===== config.mk =====
export PLATFORM = sky130hd
export DESIGN_NAME = disk_image_record_scanner
export DESIGN_NICKNAME = d
export VERILOG_FILES = /design/src/design/dirs_pkg.sv /design/src/design/dirs_front.sv /design/src/design/dirs_queue.sv /design/src/design/dirs_back.sv /design/src/design/disk_image_record_scanner.sv
export SDC_FILE = /design/constraint.sdc
export NUM_CORES = 1
export LEC_CHECK = 0
export ABC_AREA = 1
export BUFFER_PORTS_ARGS = -buffer_cell sky130_fd_sc_hd__buf_4
export CAP_MARGIN = 20
export CELL_PAD_IN_SITES_DETAIL_PLACEMENT = 0
export CELL_PAD_IN_SITES_GLOBAL_PLACEMENT = 1
export CORE_ASPECT_RATIO = 1.2
export CORE_MARGIN = 3
export CORE_UTILIZATION = 50
export CTS_CLUSTER_DIAMETER = 150
export CTS_CLUSTER_SIZE = 20
export DETAILED_ROUTE_END_ITERATION = 8
export GPL_TIMING_DRIVEN = 0
export PLACE_DENSITY_LB_ADDON = 0.05
export SKIP_LAST_GASP = 1
export SLEW_MARGIN = 40
export SYNTH_ARGS = -nofsm -noshare
export SYNTH_HDL_FRONTEND = slang
export SYNTH_SLANG_ARGS = --single-unit
export TNS_END_PERCENT = 50

===== constraint.sdc =====
create_clock -name clk -period 9.9 [get_ports clk]
set_input_delay 1.98 -clock clk [delete_from_list [all_inputs] [get_ports clk]]
set_output_delay 1.98 -clock clk [all_outputs]
set_load 0.02 [all_outputs]

===== src/design/dirs_pkg.sv =====
// Shared types, constants and helpers for the disk image record scanner.
// No dependencies; every other design file imports this package.
package dirs_pkg;

  // Fixed file header length in bytes (valid range 16 to 255)
  localparam int FILE_HEADER_BYTES = 128;
  // Record header length and derived index width
  localparam int REC_HEADER_LEN = 16;
  localparam int HDR_IDX_W      = $clog2(REC_HEADER_LEN);

  // Queue between front and back
  localparam int QUEUE_DEPTH = 4;
  localparam int QUEUE_AW    = $clog2(QUEUE_DEPTH);

  // Configuration register indexes (paddr[3:2])
  localparam logic [1:0] REG_SECTOR_TYPE  = 2'd0;
  localparam logic [1:0] REG_DELETED_TYPE = 2'd1;
  localparam logic [1:0] REG_FILL_CODE    = 2'd2;

  localparam logic [31:0] SECTOR_TYPE_RST  = 32'hE31D_0001;
  localparam logic [31:0] DELETED_TYPE_RST = 32'hE31D_0000;
  localparam logic [15:0] FILL_CODE_RST    = 16'h3E5A;

  // Parser phase
  typedef enum logic [2:0] {
    PH_FILE_HEADER = 3'd0,
    PH_GATHER      = 3'd1,
    PH_EXTRA       = 3'd2,
    PH_DATA        = 3'd3,
    PH_STOPPED     = 3'd4
  } phase_t;

  // Input request
  typedef struct packed {
    logic [7:0] file_byte;
    logic       final_byte;
  } in_t;

  // Summary result
  typedef struct packed {
    logic        status;
    logic [15:0] top_cylinder;
    logic [7:0]  top_head;
    logic [7:0]  top_sector;
    logic [31:0] sector_records;
    logic [31:0] deleted_records;
    logic [31:0] fill_records;
  } out_t;

  // Configuration register values
  typedef struct packed {
    logic [31:0] sector_type;
    logic [31:0] deleted_type;
    logic [15:0] fill_code;
  } cfg_t;

  // Classified event handed from front to back
  typedef struct packed {
    logic        counted;     // finished sector or deleted record
    logic        deleted;
    logic        fill;
    logic [15:0] cyl;
    logic [7:0]  head;
    logic [7:0]  sect;
    logic        last;        // final byte of the file: emit summary
    logic        short_file;  // file ended inside the file header
  } rec_t;

  function automatic logic [31:0] sat_inc(logic [31:0] v);
    return (v == 32'hFFFF_FFFF) ? v : v + 32'd1;
  endfunction

endpackage


===== src/design/dirs_front.sv =====
// Front end: accepts file bytes, walks the record structure and classifies
// finished record headers. Depends on dirs_pkg.
module dirs_front (
  input  logic           clk,
  input  logic           rst_n,
  input  dirs_pkg::in_t  in_data,
  input  logic           in_valid,
  output logic           in_ready,
  input  dirs_pkg::cfg_t cfg,
  input  logic           q_full,
  output logic           q_push,
  output dirs_pkg::rec_t q_data
);
  import dirs_pkg::*;

  localparam logic [HDR_IDX_W-1:0] HDR_LAST = HDR_IDX_W'(REC_HEADER_LEN - 1);

  phase_t               phase_r, phase_step, phase_nxt;
  logic [7:0]           fh_cnt_r, fh_cnt_nxt;
  logic [HDR_IDX_W-1:0] idx_r, idx_nxt;
  logic [15:0]          extra_r, extra_nxt, extra_calc;
  logic [31:0]          data_r, data_nxt;
  logic [7:0]           hdr_r [REC_HEADER_LEN];
  logic [7:0]           hv [REC_HEADER_LEN];
  logic                 accept, finish, counted;
  logic [31:0]          rec_type, rec_size;
  logic [15:0]          rec_comp, hsize;

  assign in_ready = !q_full;
  assign accept   = in_valid && in_ready;

  // Header view: last byte comes straight from the input while gathering
  always_comb begin
    for (int i = 0; i < REC_HEADER_LEN; i++) begin
      hv[i] = hdr_r[i];
    end
    if (phase_r == PH_GATHER) begin
      hv[REC_HEADER_LEN-1] = in_data.file_byte;
    end
  end

  assign rec_type   = {hv[3], hv[2], hv[1], hv[0]};
  assign rec_comp   = {hv[5], hv[4]};
  assign hsize      = {hv[7], hv[6]};
  assign rec_size   = {hv[11], hv[10], hv[9], hv[8]};
  assign extra_calc = hsize - 16'(REC_HEADER_LEN);

  // Next state
  always_comb begin
    phase_step = phase_r;
    fh_cnt_nxt = fh_cnt_r;
    idx_nxt    = idx_r;
    extra_nxt  = extra_r;
    data_nxt   = data_r;
    finish     = 1'b0;
    if (accept) begin
      unique case (phase_r)
        PH_FILE_HEADER: begin
          fh_cnt_nxt = fh_cnt_r + 8'd1;
          if (fh_cnt_nxt >= 8'(FILE_HEADER_BYTES)) begin
            phase_step = PH_GATHER;
          end
        end
        PH_GATHER: begin
          if (idx_r == HDR_LAST) begin
            idx_nxt = '0;
            if (hsize < 16'(REC_HEADER_LEN)) begin
              phase_step = PH_STOPPED;
            end else if (extra_calc == 16'd0) begin
              finish = 1'b1;
            end else begin
              extra_nxt  = extra_calc;
              phase_step = PH_EXTRA;
            end
          end else begin
            idx_nxt = idx_r + 1'b1;
          end
        end
        PH_EXTRA: begin
          extra_nxt = extra_r - 16'd1;
          if (extra_nxt == 16'd0) begin
            finish = 1'b1;
          end
        end
        PH_DATA: begin
          data_nxt = data_r - 32'd1;
          if (data_nxt == 32'd0) begin
            phase_step = PH_GATHER;
          end
        end
        PH_STOPPED: ;
        default: phase_step = PH_STOPPED;
      endcase
      if (finish) begin
        data_nxt   = rec_size;
        phase_step = (rec_size != 32'd0) ? PH_DATA : PH_GATHER;
      end
    end
    phase_nxt = (accept && in_data.final_byte) ? PH_FILE_HEADER : phase_step;
  end

  // Outputs toward the queue
  always_comb begin
    counted           = (rec_type == cfg.sector_type) || (rec_type == cfg.deleted_type);
    q_push            = accept && ((finish && counted) || in_data.final_byte);
    q_data.counted    = finish && counted;
    q_data.deleted    = rec_type == cfg.deleted_type;
    q_data.fill       = rec_comp == cfg.fill_code;
    q_data.cyl        = {hv[15], hv[14]};
    q_data.head       = hv[12];
    q_data.sect       = hv[13];
    q_data.last       = in_data.final_byte;
    q_data.short_file = phase_step == PH_FILE_HEADER;
  end

  // Control state; the final byte returns everything to reset values
  always_ff @(posedge clk) begin
    if (!rst_n) begin
      phase_r  <= PH_FILE_HEADER;
      fh_cnt_r <= '0;
      idx_r    <= '0;
      extra_r  <= '0;
      data_r   <= '0;
    end else begin
      phase_r <= phase_nxt;
      if (accept && in_data.final_byte) begin
        fh_cnt_r <= '0;
        idx_r    <= '0;
        extra_r  <= '0;
        data_r   <= '0;
      end else begin
        fh_cnt_r <= fh_cnt_nxt;
        idx_r    <= idx_nxt;
        extra_r  <= extra_nxt;
        data_r   <= data_nxt;
      end
    end
  end

  // Record header bytes
  always_ff @(posedge clk) begin
    if (accept && phase_r == PH_GATHER) begin
      hdr_r[idx_r] <= in_data.file_byte;
    end
  end

  a_idx_only_gather: assert property (@(posedge clk) disable iff (!rst_n)
    phase_r != PH_GATHER |-> idx_r == '0)
    else $error("header index nonzero outside gathering");
  a_extra_nonzero: assert property (@(posedge clk) disable iff (!rst_n)
    phase_r == PH_EXTRA |-> extra_r != 16'd0)
    else $error("extra header phase with nothing left");
  a_final_restarts: assert property (@(posedge clk) disable iff (!rst_n)
    (accept && in_data.final_byte) |=> (phase_r == PH_FILE_HEADER && fh_cnt_r == 8'd0))
    else $error("scan not restarted after final byte");

endmodule


===== src/design/dirs_queue.sv =====
// Small flop queue that decouples the byte parser from the accumulator.
// Depends on dirs_pkg.
module dirs_queue (
  input  logic           clk,
  input  logic           rst_n,
  input  logic           push,
  input  dirs_pkg::rec_t push_data,
  output logic           full,
  input  logic           pop,
  output logic           pop_valid,
  output dirs_pkg::rec_t pop_data
);
  import dirs_pkg::*;

  rec_t                mem_r [QUEUE_DEPTH];
  logic [QUEUE_AW-1:0] wr_ptr_r, rd_ptr_r;
  logic [QUEUE_AW:0]   cnt_r, cnt_nxt;

  assign full      = cnt_r == (QUEUE_AW+1)'(QUEUE_DEPTH);
  assign pop_valid = cnt_r != '0;
  assign pop_data  = mem_r[rd_ptr_r];

  // Occupancy
  always_comb begin
    cnt_nxt = cnt_r;
    if (push && !pop) begin
      cnt_nxt = cnt_r + 1'b1;
    end else if (pop && !push) begin
      cnt_nxt = cnt_r - 1'b1;
    end
  end

  always_ff @(posedge clk) begin
    if (!rst_n) begin
      wr_ptr_r <= '0;
      rd_ptr_r <= '0;
      cnt_r    <= '0;
    end else begin
      cnt_r <= cnt_nxt;
      if (push) begin
        wr_ptr_r <= wr_ptr_r + 1'b1;
      end
      if (pop) begin
        rd_ptr_r <= rd_ptr_r + 1'b1;
      end
    end
  end

  // Entry storage
  always_ff @(posedge clk) begin
    if (push) begin
      mem_r[wr_ptr_r] <= push_data;
    end
  end

  a_no_overflow: assert property (@(posedge clk) disable iff (!rst_n)
    push |-> (!full || pop))
    else $error("queue push while full");
  a_no_underflow: assert property (@(posedge clk) disable iff (!rst_n)
    pop |-> pop_valid)
    else $error("queue pop while empty");

endmodule


===== src/design/dirs_back.sv =====
// Back end: accumulates peaks and saturating counts from classified records
// and emits the summary into an output register. Depends on dirs_pkg.
module dirs_back (
  input  logic           clk,
  input  logic           rst_n,
  input  logic           q_valid,
  input  dirs_pkg::rec_t q_data,
  output logic           q_pop,
  output dirs_pkg::out_t out_data,
  output logic           out_valid,
  input  logic           out_ready
);
  import dirs_pkg::*;

  logic [15:0] pk_cyl_r, cyl_upd;
  logic [7:0]  pk_head_r, head_upd;
  logic [7:0]  pk_sect_r, sect_upd;
  logic [31:0] tot_r, tot_upd;
  logic [31:0] del_r, del_upd;
  logic [31:0] fill_r, fill_upd;
  logic        out_valid_r, out_valid_nxt;
  out_t        out_r, summary;

  // Summary entries wait for a free output register
  assign q_pop     = q_valid && (!q_data.last || !out_valid_r || out_ready);
  assign out_valid = out_valid_r;
  assign out_data  = out_r;

  // Accumulator update for one record
  always_comb begin
    cyl_upd  = pk_cyl_r;
    head_upd = pk_head_r;
    sect_upd = pk_sect_r;
    tot_upd  = tot_r;
    del_upd  = del_r;
    fill_upd = fill_r;
    if (q_data.counted) begin
      if (q_data.cyl > pk_cyl_r) cyl_upd = q_data.cyl;
      if (q_data.head > pk_head_r) head_upd = q_data.head;
      if (q_data.sect > pk_sect_r) sect_upd = q_data.sect;
      tot_upd = sat_inc(tot_r);
      if (q_data.deleted) del_upd = sat_inc(del_r);
      if (q_data.fill) fill_upd = sat_inc(fill_r);
    end
  end

  // Summary word; a short file reports only the status flag
  always_comb begin
    summary.status          = q_data.short_file;
    summary.top_cylinder    = q_data.short_file ? '0 : cyl_upd;
    summary.top_head        = q_data.short_file ? '0 : head_upd;
    summary.top_sector      = q_data.short_file ? '0 : sect_upd;
    summary.sector_records  = q_data.short_file ? '0 : tot_upd;
    summary.deleted_records = q_data.short_file ? '0 : del_upd;
    summary.fill_records    = q_data.short_file ? '0 : fill_upd;
  end

  always_comb begin
    out_valid_nxt = out_valid_r && !out_ready;
    if (q_pop && q_data.last) out_valid_nxt = 1'b1;
  end

  always_ff @(posedge clk) begin
    if (!rst_n) begin
      pk_cyl_r    <= '0;
      pk_head_r   <= '0;
      pk_sect_r   <= '0;
      tot_r       <= '0;
      del_r       <= '0;
      fill_r      <= '0;
      out_valid_r <= 1'b0;
    end else begin
      out_valid_r <= out_valid_nxt;
      if (q_pop) begin
        if (q_data.last) begin
          pk_cyl_r  <= '0;
          pk_head_r <= '0;
          pk_sect_r <= '0;
          tot_r     <= '0;
          del_r     <= '0;
          fill_r    <= '0;
        end else begin
          pk_cyl_r  <= cyl_upd;
          pk_head_r <= head_upd;
          pk_sect_r <= sect_upd;
          tot_r     <= tot_upd;
          del_r     <= del_upd;
          fill_r    <= fill_upd;
        end
      end
    end
  end

  // Output register payload
  always_ff @(posedge clk) begin
    if (q_pop && q_data.last) begin
      out_r <= summary;
    end
  end

endmodule


===== src/design/disk_image_record_scanner.sv =====
// Disk image record scanner: takes an image file one byte per cycle on the
// in_ channel, skips the file header, parses each record header and emits one
// summary request on the out_ channel for the byte marked final. Sustained
// rate is one byte per clock; the front parser stalls only when its 4-entry
// event queue is full, which happens only while the output register holds an
// untaken summary. With the queue empty, the final byte's event is registered
// in the queue, then popped into the output register, raising out_valid.
// Type and compression codes are set over the APB port (0x0 sector type, 0x4
// deleted type, 0x8 fill code) while idle, which the block leaves to the user.
// Depends on dirs_pkg, dirs_front, dirs_queue and dirs_back.
module disk_image_record_scanner (
  input  logic           clk,
  input  logic           rst_n,
  input  dirs_pkg::in_t  in_data,
  input  logic           in_valid,
  output logic           in_ready,
  output dirs_pkg::out_t out_data,
  output logic           out_valid,
  input  logic           out_ready,
  input  logic           psel,
  input  logic           penable,
  input  logic           pwrite,
  input  logic [3:0]     paddr,
  input  logic [31:0]    pwdata,
  output logic [31:0]    prdata,
  output logic           pready
);
  import dirs_pkg::*;

  cfg_t       cfg_r;
  logic [1:0] reg_idx;
  logic       q_push, q_full, q_pop, q_valid;
  rec_t       q_in, q_out;

  // Configuration registers
  assign pready  = 1'b1;
  assign reg_idx = paddr[3:2];

  always_ff @(posedge clk) begin
    if (!rst_n) begin
      cfg_r.sector_type  <= SECTOR_TYPE_RST;
      cfg_r.deleted_type <= DELETED_TYPE_RST;
      cfg_r.fill_code    <= FILL_CODE_RST;
    end else if (psel && penable && pwrite && pready) begin
      unique case (reg_idx)
        REG_SECTOR_TYPE:  cfg_r.sector_type  <= pwdata;
        REG_DELETED_TYPE: cfg_r.deleted_type <= pwdata;
        REG_FILL_CODE:    cfg_r.fill_code    <= pwdata[15:0];
        default: ;
      endcase
    end
  end

  // Register readback
  always_comb begin
    unique case (reg_idx)
      REG_SECTOR_TYPE:  prdata = cfg_r.sector_type;
      REG_DELETED_TYPE: prdata = cfg_r.deleted_type;
      REG_FILL_CODE:    prdata = {16'd0, cfg_r.fill_code};
      default:          prdata = '0;
    endcase
  end

  dirs_front u_front (
    .clk      (clk),
    .rst_n    (rst_n),
    .in_data  (in_data),
    .in_valid (in_valid),
    .in_ready (in_ready),
    .cfg      (cfg_r),
    .q_full   (q_full),
    .q_push   (q_push),
    .q_data   (q_in)
  );

  dirs_queue u_queue (
    .clk       (clk),
    .rst_n     (rst_n),
    .push      (q_push),
    .push_data (q_in),
    .full      (q_full),
    .pop       (q_pop),
    .pop_valid (q_valid),
    .pop_data  (q_out)
  );

  dirs_back u_back (
    .clk       (clk),
    .rst_n     (rst_n),
    .q_valid   (q_valid),
    .q_data    (q_out),
    .q_pop     (q_pop),
    .out_data  (out_data),
    .out_valid (out_valid),
    .out_ready (out_ready)
  );

endmodule

==> results.sh <==
export IMPL_cp_start_kind="input pin"
export IMPL_numCtsBuffers=40
export IMPL_setup_slack_ps=4310
export IMPL_initial_core_util_pct=50.7
export IMPL_cts_repair_resized=0
export IMPL_vias_per_cell=5.30
export IMPL_drt_initial_drc_count=1941
export IMPL_grt_max_degree=77
export IMPL_io_pins=216
export IMPL_r2r_setup_slack_ps=5890
export IMPL_worst_pin_slew_ps=837
export IMPL_synth_compound_area_share_pct=9.57
export IMPL_drv_slew=0
export IMPL_portBuffers=211
export IMPL_hold_viol=0
export IMPL_synth_enable_flop_cells=405
export IMPL_synthAdderAreaFrac_pct=1.96
export IMPL_cp_required_ps=7920
export IMPL_nets=4399
export IMPL_htree_levels=2
export IMPL_relSlewSlack_pct=44.0
export IMPL_grt_pass1_vias=26500
export IMPL_ant_nets=0
export IMPL_grt_ovfl_total=0
export IMPL_ys_ff_latch=686
export IMPL_status="completed"
export IMPL_crit_top_cell="buf_4"
export IMPL_grtUsageMet3_pct=3.44
export IMPL_yosys_area_share_simple_pct=25.7
export IMPL_hold_path_class="reg -> reg"
export IMPL_clkSinkCount=686
export IMPL_clk_latency_ps=600
export IMPL_share_seq_of_total_power_pct=39.4
export IMPL_startpoint="paddr[2]"
export IMPL_power_total_mw=9.84
export IMPL_die_w_um=243
export IMPL_place_gp_congestion=0.937
export IMPL_muxShareOfSynthArea_pct=0
export IMPL_post_drt_wl_per_cell_um=18.7
export IMPL_cts_buffer_depth=3
export IMPL_synth_distinct_cells=56
export IMPL_seq_area_frac_synth_pct=52.9
export IMPL_vdd_ir_drop_max_v=0.000194
export IMPL_fin_crit_sh_pct=56.5
export IMPL_grt_util_met1_pct=33.3
export IMPL_fmax_ghz=0.179
export IMPL_crit_path_end_kind="output port"
export IMPL_cts_tree="built"
export IMPL_grt_total_usage_pct=27.2
export IMPL_fin_tns_setup_ps=0
export IMPL_min_period_ps=5590
export IMPL_area_growth_pct=12.2
export IMPL_worstRegToRegCells=17
export IMPL_synthArstFlopShare_pct=0
export IMPL_grt_busiest_layer="met2"
export IMPL_p_switching_mw=4.11
export IMPL_die_area_um2=70400
export IMPL_path_buf_inv=3
export IMPL_synth_top_family_by_area="simple AND/OR/NAND/NOR gates"
export IMPL_path_cells="buf_4, nor2_2, clkbuf_1, nand2_1, o211ai_1, buf_4"
export IMPL_post_route_util_pct=56.9
export IMPL_rsz0062_at_grt="no"
export IMPL_synth_top_flop_cell="edfxtp_1"
export IMPL_cts_setup_buffers=0
export IMPL_cp_slowest_stage_delay_ps=590
export IMPL_p_leak_nw=14.4
export IMPL_dr_pass1_iters=6
export IMPL_pwr_share_clk_pct=17.6
export IMPL_comb_power_share_pct=43.0
export IMPL_cp_depth=6
export IMPL_min_delay_start="u_back.pk_cyl_r[10]$_SDFFE_PN0P_"
export IMPL_dp_hpwl_mm=72.7
export IMPL_antenna_found_initial=2
export IMPL_syn_avg_cell_area_um2=8.33
export IMPL_row_count=103
export IMPL_synthXorXnorAreaFrac_pct=3.83
export IMPL_die_h_um=290
export IMPL_drive_gt1_share_pct=9.20
export IMPL_clk_pin_slew_worst_paths_ps=80
export IMPL_drv_cap=0
export IMPL_syn_inst=4033
export IMPL_power_density_nw_per_um2=261
export IMPL_crit_arrival_ps=3610
export IMPL_synth_area_um2=33600
export IMPL_swShare_pct=41.8
export IMPL_met2_usage_pct=49.5
export IMPL_critPathSlowestCell="clkbuf_1"
export IMPL_setup_violations_final=0
export IMPL_criticalPathCategory="in -> out"
export IMPL_crit_end="prdata[13]"
export IMPL_path_delay_family="buffers and inverters"
export IMPL_fin_skew_ps=23.7
export IMPL_cp_max_fo=10
export IMPL_drc=0
export IMPL_vias=27700
export IMPL_r2r_end="u_back.out_data[112]$_SDFFCE_PP0P_"
export IMPL_cts_hold_buffers=0
export IMPL_grt_pass1_wl_mm=150
export IMPL_core_area_um2=66200
export IMPL_pre_cts_ws_ps=3970
export IMPL_cts_root_buf="clkbuf_16"
export IMPL_ys_warn_count=0
export IMPL_wl_mm=97.8
export IMPL_intPower_mw=5.73
export IMPL_synth_nets=4137
## layout make-up
type	instances	area, um2
diodes	1	2.50
plain buffers	169	739
clock buffers	70	1110
clock inverters	3	41.3
fillers	6370	28500
inverters	343	1300
multi-input cells	2835	13800
flip-flops and latches	686	17800
well taps	892	1120
repair buffers	220	1770
## flip-flops by register name (all words and copies together) (netlist names), 4 cells and up, named ones only
name and cells:
u_back.tot_r 32, u_back.out_data 129, u_queue.mem_r 148, u_back.pk_sect_r 8, u_front.extra_r 16, u_front.data_r 32, u_back.del_r 32, u_front.idx_r 4
u_back.pk_cyl_r 16, u_back.pk_head_r 8, u_front.fh_cnt_r 8, cfg_r 80, u_back.fill_r 32, u_front.hdr_r 128
## cells in the mapped netlist, drive strengths merged, types with 2 or more instances
master	n	share of area, %
inv	342	3.8
nor3b	2	0.045
clkbuf	120	1.3
o21a	8	0.18
and3	4	0.074
o21bai	7	0.16
o211ai	21	0.47
buf	49	0.85
xor2	92	2.4
o22ai	54	1.0
nor2b	2	0.037
nand4	58	1.1
xnor2	55	1.4
a31oi	4	0.093
o221ai	6	0.16
nor3	67	1.0
nor4	17	0.34
a22o	11	0.29
o21ai	291	4.3
ha	51	1.9
a32oi	2	0.11
a21oi	175	2.6
or2	48	0.89
edfxtp	405	36
dfxtp	281	17
nand3	259	3.9
a211oi	3	0.067
nand3b	22	0.49
nand2	908	10
nor2	661	7.5
## worst register-to-register path, delay by kind of cell, from the launching register on
kind | cells | cell delay (ps)
and+or+nand+nor | 7 | 790
adders and majority gates | 1 | 190
buffers and inverters | 5 | 1480
AOI/OAI and AO/OA | 4 | 900
DFF | 1 | 400
## cells by family after synthesis
logic type	Yosys count
and+or+nand+nor	2049
DFF	686
AOI/OAI and AO/OA	586
buffers and inverters	512
xor gates and xnor gates	147
adders and majority gates	52
other	1
## how the worst min path moves through the flow
stage	to	slack, ps	depth (start not counted)
2_1_floorplan	u_front.extra_r[15]$_SDFFE_PP0P_	440	2
3_3_place_gp	u_back.pk_cyl_r[14]$_SDFFE_PN0P_	450	2
3_5_place_dp	u_back.pk_cyl_r[14]$_SDFFE_PN0P_	460	2
4_1_cts	u_back.pk_cyl_r[14]$_SDFFE_PN0P_	470	2
5_1_grt	u_back.pk_cyl_r[6]$_SDFFE_PN0P_	480	2
6_report	u_back.pk_cyl_r[10]$_SDFFE_PN0P_	470	2
## layer usage
layer | wire length [um] | share of wire, %
met5 | 13 | 0.013
met4 | 3470 | 3.5
met3 | 4530 | 4.6
met2 | 49400 | 51
met1 | 40400 | 41
## power by group through the flow
stage | combinational [mW] | sequential [mW] | clock [mW]
finish | 4.23 | 3.88 | 1.73
global route | 4.69 | 3.94 | 1.87
CTS | 4.26 | 3.88 | 1.77
detailed placement | 4.25 | 3.95 | 0
global placement | 4.18 | 3.99 | 0
floorplan | 2.35 | 4.27 | 0
## cells in the final DEF, fill, tap and decap left out, drive strengths merged, types with 58 or more instances in the layout
cell and count:
nor3 67, buf 269, nand2 908, nand3 259, o21ai 291, inv 344, a21oi 175, nor2 661
xor2 92, clkbuf 190, dfxtp 281, edfxtp 405, nand4 58
## stage by stage
stage          hold WS, ps  cells  cell area, um2
2_1_floorplan          444   4033           33600
3_3_place_gp           452   5136           36300
3_5_place_dp           456   5145           36500
4_1_cts                469   5218           37700
5_1_grt                483   5219           37700
6_report               467   5219           37700
(Power assumes the default switching activity.)
